[src/rtl/ttu_pkg.sv]
// package: widths, constants, codes and state type for the tick to microsecond converter
`default_nettype none
package ttu_pkg;

    localparam int SAMPLE_W = 64;
    localparam int HALF_W   = 32;
    localparam int USEC_W   = 32;
    localparam int FREQ_W   = 32;
    localparam int SCALE_W  = 20;
    localparam int PROD_W   = HALF_W + SCALE_W;
    localparam int CNT_W    = $clog2(PROD_W);

    localparam logic [SCALE_W-1:0] USEC_PER_SECOND = SCALE_W'(1000000);
    localparam logic [FREQ_W-1:0]  FREQ_RESET      = FREQ_W'(3579545);

    typedef enum logic {
        CMD_START  = 1'b0,
        CMD_SAMPLE = 1'b1
    } cmd_t;

    typedef enum logic [2:0] {
        ST_IDLE,
        ST_SUB_LO,
        ST_SUB_HI,
        ST_MUL,
        ST_DIV,
        ST_ACC
    } state_t;

endpackage
`default_nettype wire

[src/rtl/ttu_if.sv]
// interfaces: sample input channel and microsecond result channel
`default_nettype none
interface ttu_in_if;
    import ttu_pkg::*;

    logic                valid;
    logic                ready;
    logic                command;
    logic [SAMPLE_W-1:0] counter_sample;

    modport source (output valid, output command, output counter_sample, input ready);
    modport sink   (input valid, input command, input counter_sample, output ready);
endinterface

interface ttu_out_if;
    import ttu_pkg::*;

    logic              valid;
    logic              ready;
    logic [USEC_W-1:0] microseconds;

    modport source (output valid, output microseconds, input ready);
    modport sink   (input valid, input microseconds, output ready);
endinterface
`default_nettype wire

[src/rtl/ticks_to_microseconds_accumulator_top.sv]
// top level: tick counter samples to a running microsecond total, bit-serial divider
//
// Each input transaction carries a command and a 64-bit counter sample. A start
// latches the sample, clears the total and the fraction, and yields a result of
// zero. A sample forms the 64-bit difference from the last sample in two 32-bit
// halves (borrow carried between them), clamps it to 0xFFFFFFFF when the upper
// half is nonzero, scales it by one million in a single 32x20 multiply, then
// divides the 52-bit product by tick_frequency with a restoring divider that
// retires one quotient bit per cycle. Quotient and remainder are then folded
// into the total and the fraction, with a single carry when the fraction
// reaches the frequency. A sample passes through the low and high subtract,
// the multiply, 52 divide steps and the accumulate, in that order. With
// tick_frequency at zero the divide is skipped and the total is returned
// unchanged. The block works on one transaction at a time and only accepts
// input when idle; the result sits in an output register, so a new transaction
// may be taken while the previous result is still waiting. tick_frequency is
// written through cfg_write_enable / cfg_write_data; the user must write it
// only while idle, as the block itself does not enforce this.
`default_nettype none
module ticks_to_microseconds_accumulator_top (
    input  wire                        clk,
    input  wire                        rst_n,
    input  wire                        cfg_write_enable,
    input  wire [ttu_pkg::FREQ_W-1:0]  cfg_write_data,
    ttu_in_if.sink                     in_ch,
    ttu_out_if.source                  out_ch
);
    import ttu_pkg::*;

    // control state
    state_t                state_reg, state_next;
    logic [CNT_W-1:0]      cnt_reg;
    logic                  out_valid_reg;
    logic                  skip_reg;

    // configuration and accumulators
    logic [FREQ_W-1:0]     freq_reg;
    logic [SAMPLE_W-1:0]   last_count_reg;
    logic [USEC_W-1:0]     total_reg;
    logic [FREQ_W-1:0]     frac_reg;

    // working registers for one transaction
    logic                  cmd_reg;
    logic [SAMPLE_W-1:0]   sample_reg;
    logic [HALF_W-1:0]     delta_lo_reg;
    logic                  borrow_reg;
    logic [HALF_W-1:0]     ticks_reg;
    logic [PROD_W-1:0]     prod_reg;
    logic [FREQ_W-1:0]     rem_reg;
    logic [USEC_W-1:0]     quot_reg;
    logic [USEC_W-1:0]     out_data_reg;

    // handshake strobes
    logic                  in_fire;
    logic                  acc_fire;

    // combinational datapath
    logic [HALF_W:0]       sub_lo;
    logic [HALF_W-1:0]     sub_hi;
    logic [FREQ_W:0]       div_trial;
    logic                  div_take;
    logic [FREQ_W:0]       frac_sum;
    logic                  frac_carry;
    logic [USEC_W-1:0]     total_sum;

    // ---------------------------------------------------------------- next state
    always_comb
    begin
        state_next = state_reg;
        case (state_reg)
            ST_IDLE:
            begin
                if (in_fire)
                begin
                    state_next = (in_ch.command == CMD_START) ? ST_ACC : ST_SUB_LO;
                end
            end
            ST_SUB_LO: state_next = ST_SUB_HI;
            ST_SUB_HI: state_next = ST_MUL;
            ST_MUL:    state_next = (freq_reg == '0) ? ST_ACC : ST_DIV;
            ST_DIV:
            begin
                if (cnt_reg == CNT_W'(PROD_W - 1))
                begin
                    state_next = ST_ACC;
                end
            end
            ST_ACC:
            begin
                if (acc_fire)
                begin
                    state_next = ST_IDLE;
                end
            end
            default:   state_next = ST_IDLE;
        endcase
    end

    // ---------------------------------------------------------------- outputs
    always_comb
    begin
        in_ch.ready = (state_reg == ST_IDLE);
        acc_fire    = (state_reg == ST_ACC) && (!out_valid_reg || out_ch.ready);
    end

    assign in_fire             = in_ch.valid && in_ch.ready;
    assign out_ch.valid        = out_valid_reg;
    assign out_ch.microseconds = out_data_reg;

    // ---------------------------------------------------------------- arithmetic
    // low half difference with borrow out in the top bit
    assign sub_lo = {1'b0, sample_reg[HALF_W-1:0]} - {1'b0, last_count_reg[HALF_W-1:0]};
    assign sub_hi = sample_reg[SAMPLE_W-1:HALF_W] - last_count_reg[SAMPLE_W-1:HALF_W]
                    - HALF_W'(borrow_reg);

    // one restoring divide step: bring down the next product bit
    assign div_trial = {rem_reg, prod_reg[PROD_W-1]};
    assign div_take  = (div_trial >= {1'b0, freq_reg});

    // fold remainder into the fraction, carry at most once
    assign frac_sum   = {1'b0, frac_reg} + {1'b0, rem_reg};
    assign frac_carry = (frac_sum >= {1'b0, freq_reg});
    assign total_sum  = total_reg + quot_reg + USEC_W'(frac_carry);

    // ---------------------------------------------------------------- control registers
    always_ff @(posedge clk or negedge rst_n)
    begin
        if (!rst_n)
        begin
            state_reg      <= ST_IDLE;
            cnt_reg        <= '0;
            out_valid_reg  <= 1'b0;
            freq_reg       <= FREQ_RESET;
            last_count_reg <= '0;
            total_reg      <= '0;
            frac_reg       <= '0;
        end
        else
        begin
            state_reg <= state_next;

            if (cfg_write_enable)
            begin
                freq_reg <= cfg_write_data;
            end

            if (state_reg == ST_MUL)
            begin
                cnt_reg <= '0;
            end
            else if (state_reg == ST_DIV)
            begin
                cnt_reg <= cnt_reg + CNT_W'(1);
            end

            if (acc_fire)
            begin
                out_valid_reg  <= 1'b1;
                last_count_reg <= sample_reg;
                if (cmd_reg == CMD_START)
                begin
                    total_reg <= '0;
                    frac_reg  <= '0;
                end
                else if (!skip_reg)
                begin
                    total_reg <= total_sum;
                    frac_reg  <= frac_carry ? FREQ_W'(frac_sum - {1'b0, freq_reg})
                                            : frac_sum[FREQ_W-1:0];
                end
            end
            else if (out_ch.ready)
            begin
                out_valid_reg <= 1'b0;
            end
        end
    end

    // ---------------------------------------------------------------- payload registers
    always_ff @(posedge clk)
    begin
        case (state_reg)
            ST_IDLE:
            begin
                if (in_fire)
                begin
                    cmd_reg    <= in_ch.command;
                    sample_reg <= in_ch.counter_sample;
                end
            end
            ST_SUB_LO:
            begin
                delta_lo_reg <= sub_lo[HALF_W-1:0];
                borrow_reg   <= sub_lo[HALF_W];
            end
            ST_SUB_HI:
            begin
                // clamp large differences
                ticks_reg <= (sub_hi != '0) ? '1 : delta_lo_reg;
            end
            ST_MUL:
            begin
                prod_reg <= PROD_W'(ticks_reg) * PROD_W'(USEC_PER_SECOND);
                rem_reg  <= '0;
                quot_reg <= '0;
                skip_reg <= (freq_reg == '0);
            end
            ST_DIV:
            begin
                prod_reg <= {prod_reg[PROD_W-2:0], 1'b0};
                rem_reg  <= div_take ? FREQ_W'(div_trial - {1'b0, freq_reg})
                                     : div_trial[FREQ_W-1:0];
                // only the low quotient bits are kept
                quot_reg <= {quot_reg[USEC_W-2:0], div_take};
            end
            ST_ACC:
            begin
                if (acc_fire)
                begin
                    if (cmd_reg == CMD_START)
                    begin
                        out_data_reg <= '0;
                    end
                    else if (skip_reg)
                    begin
                        out_data_reg <= total_reg;
                    end
                    else
                    begin
                        out_data_reg <= total_sum;
                    end
                end
            end
            default:
            begin
            end
        endcase
    end

    // ---------------------------------------------------------------- assertions
    a_busy_after_accept: assert property (@(posedge clk) disable iff (!rst_n)
        in_fire |=> (state_reg != ST_IDLE))
        else $error("block still idle after accepting a transaction");

    a_result_from_acc: assert property (@(posedge clk) disable iff (!rst_n)
        $rose(out_valid_reg) |-> ($past(state_reg) == ST_ACC))
        else $error("result raised outside the accumulate step");

    a_start_gives_zero: assert property (@(posedge clk) disable iff (!rst_n)
        (acc_fire && (cmd_reg == CMD_START)) |=> (out_data_reg == '0) && (total_reg == '0))
        else $error("start did not clear the total");

    a_div_count_bound: assert property (@(posedge clk) disable iff (!rst_n)
        (state_reg == ST_DIV) |-> (cnt_reg <= CNT_W'(PROD_W - 1)))
        else $error("divider step count out of range");

endmodule
`default_nettype wire

[src/flat_wrapper.sv]
// flat-port wrapper written by rule: the top's interface ports become plain ports
module ticks_to_microseconds_accumulator_top_flat import ttu_pkg::*;
  (clk, rst_n, cfg_write_enable, cfg_write_data, in_ch_valid, in_ch_command, in_ch_counter_sample, in_ch_ready, out_ch_valid, out_ch_microseconds, out_ch_ready);
  ttu_in_if in_ch_i ();
  ttu_out_if out_ch_i ();
  input  wire clk;
  input  wire rst_n;
  input  wire cfg_write_enable;
  input  wire [ttu_pkg::FREQ_W-1:0] cfg_write_data;
  input wire logic [$bits(in_ch_i.valid)-1:0] in_ch_valid;
  input wire logic [$bits(in_ch_i.command)-1:0] in_ch_command;
  input wire logic [$bits(in_ch_i.counter_sample)-1:0] in_ch_counter_sample;
  output wire logic [$bits(in_ch_i.ready)-1:0] in_ch_ready;
  output wire logic [$bits(out_ch_i.valid)-1:0] out_ch_valid;
  output wire logic [$bits(out_ch_i.microseconds)-1:0] out_ch_microseconds;
  input wire logic [$bits(out_ch_i.ready)-1:0] out_ch_ready;
  assign in_ch_i.valid = in_ch_valid;
  assign in_ch_i.command = in_ch_command;
  assign in_ch_i.counter_sample = in_ch_counter_sample;
  assign in_ch_ready = in_ch_i.ready;
  assign out_ch_valid = out_ch_i.valid;
  assign out_ch_microseconds = out_ch_i.microseconds;
  assign out_ch_i.ready = out_ch_ready;
  ticks_to_microseconds_accumulator_top u_core (.clk(clk), .rst_n(rst_n), .cfg_write_enable(cfg_write_enable), .cfg_write_data(cfg_write_data), .in_ch(in_ch_i), .out_ch(out_ch_i));
endmodule
[config.mk]
export PLATFORM = sky130hd
export DESIGN_NAME = ticks_to_microseconds_accumulator_top_flat
export DESIGN_NICKNAME = d
export VERILOG_FILES = /design/src/rtl/ttu_pkg.sv /design/src/rtl/ttu_if.sv /design/src/rtl/ticks_to_microseconds_accumulator_top.sv /design/src/flat_wrapper.sv
export SDC_FILE = /design/constraint.sdc
export NUM_CORES = 2
export LEC_CHECK = 0
export BUFFER_PORTS_ARGS = -buffer_cell sky130_fd_sc_hd__buf_2
export CAP_MARGIN = 20
export CORE_UTILIZATION = 30
export CTS_BUF_LIST = sky130_fd_sc_hd__clkbuf_8
export CTS_CLUSTER_DIAMETER = 40
export DETAILED_ROUTE_END_ITERATION = 12
export PLACE_DENSITY_LB_ADDON = 0.05
export SETUP_SLACK_MARGIN = 0.5
export SKIP_CTS_REPAIR_TIMING = 1
export SLEW_MARGIN = 20
export SYNTH_ARGS = -nofsm -noshare
export SYNTH_HDL_FRONTEND = slang
export SYNTH_SLANG_ARGS = --single-unit
[constraint.sdc]
create_clock -name clk -period 9.2 [get_ports clk]
set_input_delay 1.84 -clock clk [delete_from_list [all_inputs] [get_ports clk]]
set_output_delay 1.84 -clock clk [all_outputs]
set_load 0.01 [all_outputs]
==> impl_metrics.prom <==
# TYPE chip_impl_metric gauge
chip_impl_info{name="cp_top_family",value="compound AO/OA/AOI/OAI gates"} 1
chip_impl_metric{name="ys_warn_count",unit=""} 0
chip_impl_metric{name="hold_ws",unit="ps"} 480.0
chip_impl_metric{name="count_of_flip_flops_with_a_built_in_enable_after_synthesis",unit=""} 273
chip_impl_info{name="end_kind",value="flip-flop"} 1
chip_impl_metric{name="synthesis.nets",unit=""} 4104
chip_impl_metric{name="nNetsFinal",unit=""} 4271
chip_impl_metric{name="worst_clock_skew",unit="ps"} 56.66
chip_impl_metric{name="tcrit_tclk_final",unit=""} 0.8836
chip_impl_metric{name="first_global_vias",unit=""} 25677
chip_impl_metric{name="vias",unit=""} 25117
chip_impl_metric{name="dp_hpwl",unit="um"} 68120
chip_impl_metric{name="chipWidth",unit="um"} 337.4
chip_impl_metric{name="viasPerCell",unit=""} 4.798
chip_impl_metric{name="arrival",unit="ps"} 8650
chip_impl_metric{name="final-setup-viol-count",unit=""} 0
chip_impl_metric{name="drv_slew",unit=""} 0
chip_impl_metric{name="overflow",unit=""} 0
chip_impl_metric{name="core_occupancy_in_the_finished_layout",unit=""} 0.3467
chip_impl_metric{name="cts.path.max_buffers",unit=""} 3
chip_impl_metric{name="detailedRoute.firstPassIterationCount",unit=""} 5
chip_impl_metric{name="fp-row-count",unit=""} 122
chip_impl_metric{name="critical_path.max_stage_delay",unit="ps"} 670
chip_impl_metric{name="grt_start_max_net_pins",unit=""} 89
chip_impl_info{name="yosys_most_used_dff",value="sky130_fd_sc_hd__edfxtp_1"} 1
chip_impl_metric{name="final_antenna_net_count",unit=""} 0
chip_impl_metric{name="critical_path_peak_fanout",unit=""} 5
chip_impl_metric{name="final_period_minus_worst_setup_slack",unit="ps"} 8130
chip_impl_metric{name="die_ht",unit="um"} 337.4
chip_impl_metric{name="post_synth_instance_area",unit="um2"} 33750
chip_impl_metric{name="io_pins",unit=""} 136
chip_impl_metric{name="report.final.hold_viol_count",unit=""} 0
chip_impl_metric{name="worst_slew_pin_slew",unit="ps"} 998.5
chip_impl_metric{name="relative_max_transition_margin",unit=""} 0.3343
chip_impl_metric{name="fp.dieArea",unit="um2"} 113800
chip_impl_info{name="clock-root-buffer",value="sky130_fd_sc_hd__clkbuf_8"} 1
chip_impl_metric{name="post_route_cells_drive_above_1_share",unit=""} 0.1031
chip_impl_info{name="min-delay-path-class",value="flip-flop to flip-flop"} 1
chip_impl_metric{name="power.density_cell_area",unit="nW/um2"} 206.3
chip_impl_info{name="synth.top_cells.by_area",value="sky130_fd_sc_hd__edfxtp_1 24%, sky130_fd_sc_hd__ha_1 14%, sky130_fd_sc_hd__dfrtp_1 12%"} 1
chip_impl_metric{name="cts_num_sinks",unit=""} 443
chip_impl_metric{name="post-synth-top-area-fraction",unit=""} 0.2429
chip_impl_info{name="status",value="finished clean"} 1
chip_impl_metric{name="drt_iter0_markers",unit=""} 1363
chip_impl_info{name="critical_path.startpoint_type",value="flip-flop"} 1
chip_impl_metric{name="postSynth.asyncResetShare",unit=""} 0.3837
chip_impl_metric{name="core_area",unit="um2"} 111100
chip_impl_metric{name="setup_tns",unit="ps"} 0
chip_impl_info{name="slowest_stage",value="sky130_fd_sc_hd__a2111oi_0"} 1
chip_impl_metric{name="grt_antenna_before_repair",unit=""} 4
chip_impl_metric{name="synthesis.instances",unit=""} 3487
chip_impl_metric{name="wire_length_of_the_first_global_routing_pass",unit="um"} 145400
chip_impl_metric{name="worst_ep_required_time",unit="ps"} 9720
chip_impl_info{name="critPathMostFrequentCell",value="sky130_fd_sc_hd__fa_1"} 1
chip_impl_metric{name="synth.yosys.seq_area_share",unit=""} 0.3695
chip_impl_metric{name="area_delta_synth_final",unit="%"} 14.17
chip_impl_metric{name="power_leakage",unit="nW"} 18.19
chip_impl_metric{name="synth.ff_latch_count",unit=""} 443
chip_impl_metric{name="fmax",unit="MHz"} 123.0
chip_impl_metric{name="cts.reportedPaths.clkPinSlew",unit="ps"} 60
chip_impl_metric{name="initial_core_util",unit=""} 0.3037
chip_impl_info{name="tritoncts_clock_tree",value="done"} 1
chip_impl_metric{name="grt.total_usage",unit=""} 0.1626
chip_impl_metric{name="drc_errors",unit=""} 0
chip_impl_metric{name="insertion_delay",unit="ps"} 790
chip_impl_metric{name="place_congestion",unit=""} 0.7950
chip_impl_info{name="synth_largest_area_cell",value="sky130_fd_sc_hd__edfxtp_1"} 1
chip_impl_info{name="rsz_0062_raised_after_global_routing",value="no"} 1
chip_impl_metric{name="tritoncts.num_buffers",unit=""} 104
chip_impl_info{name="critical_path_class",value="flip-flop to flip-flop"} 1
chip_impl_metric{name="routed_wire_length_per_instance",unit="um"} 17.44
chip_impl_metric{name="post_synth_num_cell_types",unit=""} 81
chip_impl_metric{name="reported_max_cap_violation_count",unit=""} 0
chip_impl_metric{name="power.ir.vdd_worst",unit="V"} 0.0001005
chip_impl_metric{name="port_buffers",unit=""} 135
chip_impl_metric{name="timing.critical_path.buf_inv",unit=""} 3
chip_impl_metric{name="syn_area_per_cell",unit="um2"} 9.678
chip_impl_metric{name="maximum_level_of_the_cts_h_tree",unit=""} 3
chip_impl_metric{name="drt-total-wl",unit="um"} 91290
-- where the power goes --
group	leakage, nW	internal (mW)	total (mW)	switching [mW]
registers	4.86	2.36	2.50	0.132
clock network	1.29	1.54	2.61	1.07
logic	12.0	1.18	2.85	1.67
-- final timing paths --
kind                                           start  slack, ps  depth (start not counted)                        endpoint
max reg2reg                        u_core.rem_reg[0]       1070                         33  u_core.out_ch.microseconds[24]
min in group asynchronous                      rst_n       1110                          1             u_core.freq_reg[24]
max in group asynchronous                      rst_n       6740                          2             u_core.total_reg[4]
max                                u_core.rem_reg[0]       1070                         33  u_core.out_ch.microseconds[24]
min reg2reg                u_core.last_count_reg[42]        480                          2       u_core.last_count_reg[42]
min                        u_core.last_count_reg[42]        480                          2       u_core.last_count_reg[42]
-- per-stage QoR --
stage	cell area [um2]	power, mW	instances	setup WS, ps
after detailed placement	36150	5.385	5036	938.2
after CTS	38520	8.086	5233	958.8
after floorplan	33750	4.613	3487	1988
after global routing	38530	8.527	5234	525.6
after global placement	36150	5.431	5036	1063
final	38530	7.949	5235	1070
-- tightest hold or removal path, stage by stage, from the launching register on --
cell and delay, ps:
sky130_fd_sc_hd__dfrtp_1 340, sky130_fd_sc_hd__nand2_1 50, sky130_fd_sc_hd__o21ai_0 60
-- cells in the mapped netlist, drive strengths merged (76+ instances only) --
library cell,number
ha,372
fa,143
nor2,160
dfrtp,157
a21o,118
xnor2,113
inv,343
xor2,76
edfxtp,273
a21oi,247
o21ai,296
clkbuf,92
nand2,398
-- layout make-up --
class | count | area (um2)
clock buffers | 115 | 1583
flip-flops and latches | 443 | 12470
fillers | 11652 | 72600
multi-input cells | 2598 | 19630
repair buffers | 164 | 902.1
diodes | 2 | 5.005
clock inverters | 82 | 789.5
inverters | 343 | 1292
well taps | 1488 | 1862
-- per-layer routing --
layer  global-route usage  up-vias  wire length (um)
met4              0.04852        0              2085
met1               0.2291    11957             45490
li1                     -    12688                 -
met3              0.02380      128              3207
met5                    0        -                 0
met2               0.2565      344             40510
-- cell families (layout without fill, tap and decap cells) --
kind of cell / count (synthesis) / count (layout) / synth area share
buf+inv: 446 / 704 / 0.05046
xor+xnor: 189 / 189 / 0.04905
other cells: 0 / 2 / 0
flops: 443 / 443 / 0.3695
compound gates: 910 / 910 / 0.1664
mux: 21 / 21 / 0.006600
fa+ha+maj: 515 / 515 / 0.2227
simple gates: 963 / 963 / 0.1353
-- cells in the final DEF, fill, tap and decap left out, types with 9 or more instances in the layout --
cell type                    Yosys  routed
sky130_fd_sc_hd__dfrtp_1       157     157
sky130_fd_sc_hd__buf_2           4     134
sky130_fd_sc_hd__mux2i_1        11      11
sky130_fd_sc_hd__dfstp_2        13      13
sky130_fd_sc_hd__clkbuf_8        0     116
sky130_fd_sc_hd__nor3_1         41      39
sky130_fd_sc_hd__nand4_1        32      32
sky130_fd_sc_hd__nor2b_1        36      36
sky130_fd_sc_hd__o31ai_1        14      13
sky130_fd_sc_hd__xnor2_1       113     112
sky130_fd_sc_hd__a21o_1        118     118
sky130_fd_sc_hd__a211oi_1       19      19
sky130_fd_sc_hd__o21bai_1       25      25
sky130_fd_sc_hd__o21a_1         31      31
sky130_fd_sc_hd__clkinvlp_4      0       9
sky130_fd_sc_hd__bufinv_16       0      13
sky130_fd_sc_hd__nor4_1         18      18
sky130_fd_sc_hd__nor2_1        160     160
sky130_fd_sc_hd__nand2_1       398     398
sky130_fd_sc_hd__a22o_1         17      17
sky130_fd_sc_hd__or3_1          44      44
sky130_fd_sc_hd__clkinv_2        0      23
sky130_fd_sc_hd__inv_1         342     365
sky130_fd_sc_hd__a31oi_1        23      23
sky130_fd_sc_hd__edfxtp_1      273     273
sky130_fd_sc_hd__xor2_1         76      76
sky130_fd_sc_hd__o21ai_0       286     286
sky130_fd_sc_hd__o21ai_1        10      10
sky130_fd_sc_hd__nand2b_1       38      38
sky130_fd_sc_hd__mux2_2         10      10
sky130_fd_sc_hd__buf_4           0      29
sky130_fd_sc_hd__fa_1          143     143
sky130_fd_sc_hd__and3_1         23      23
sky130_fd_sc_hd__o211ai_1       21      21
sky130_fd_sc_hd__nand3_1        68      68
sky130_fd_sc_hd__and2_1         63      63
sky130_fd_sc_hd__a21oi_1       247     247
sky130_fd_sc_hd__ha_1          372     372
Note: power is estimated with default switching activity, not from simulation.
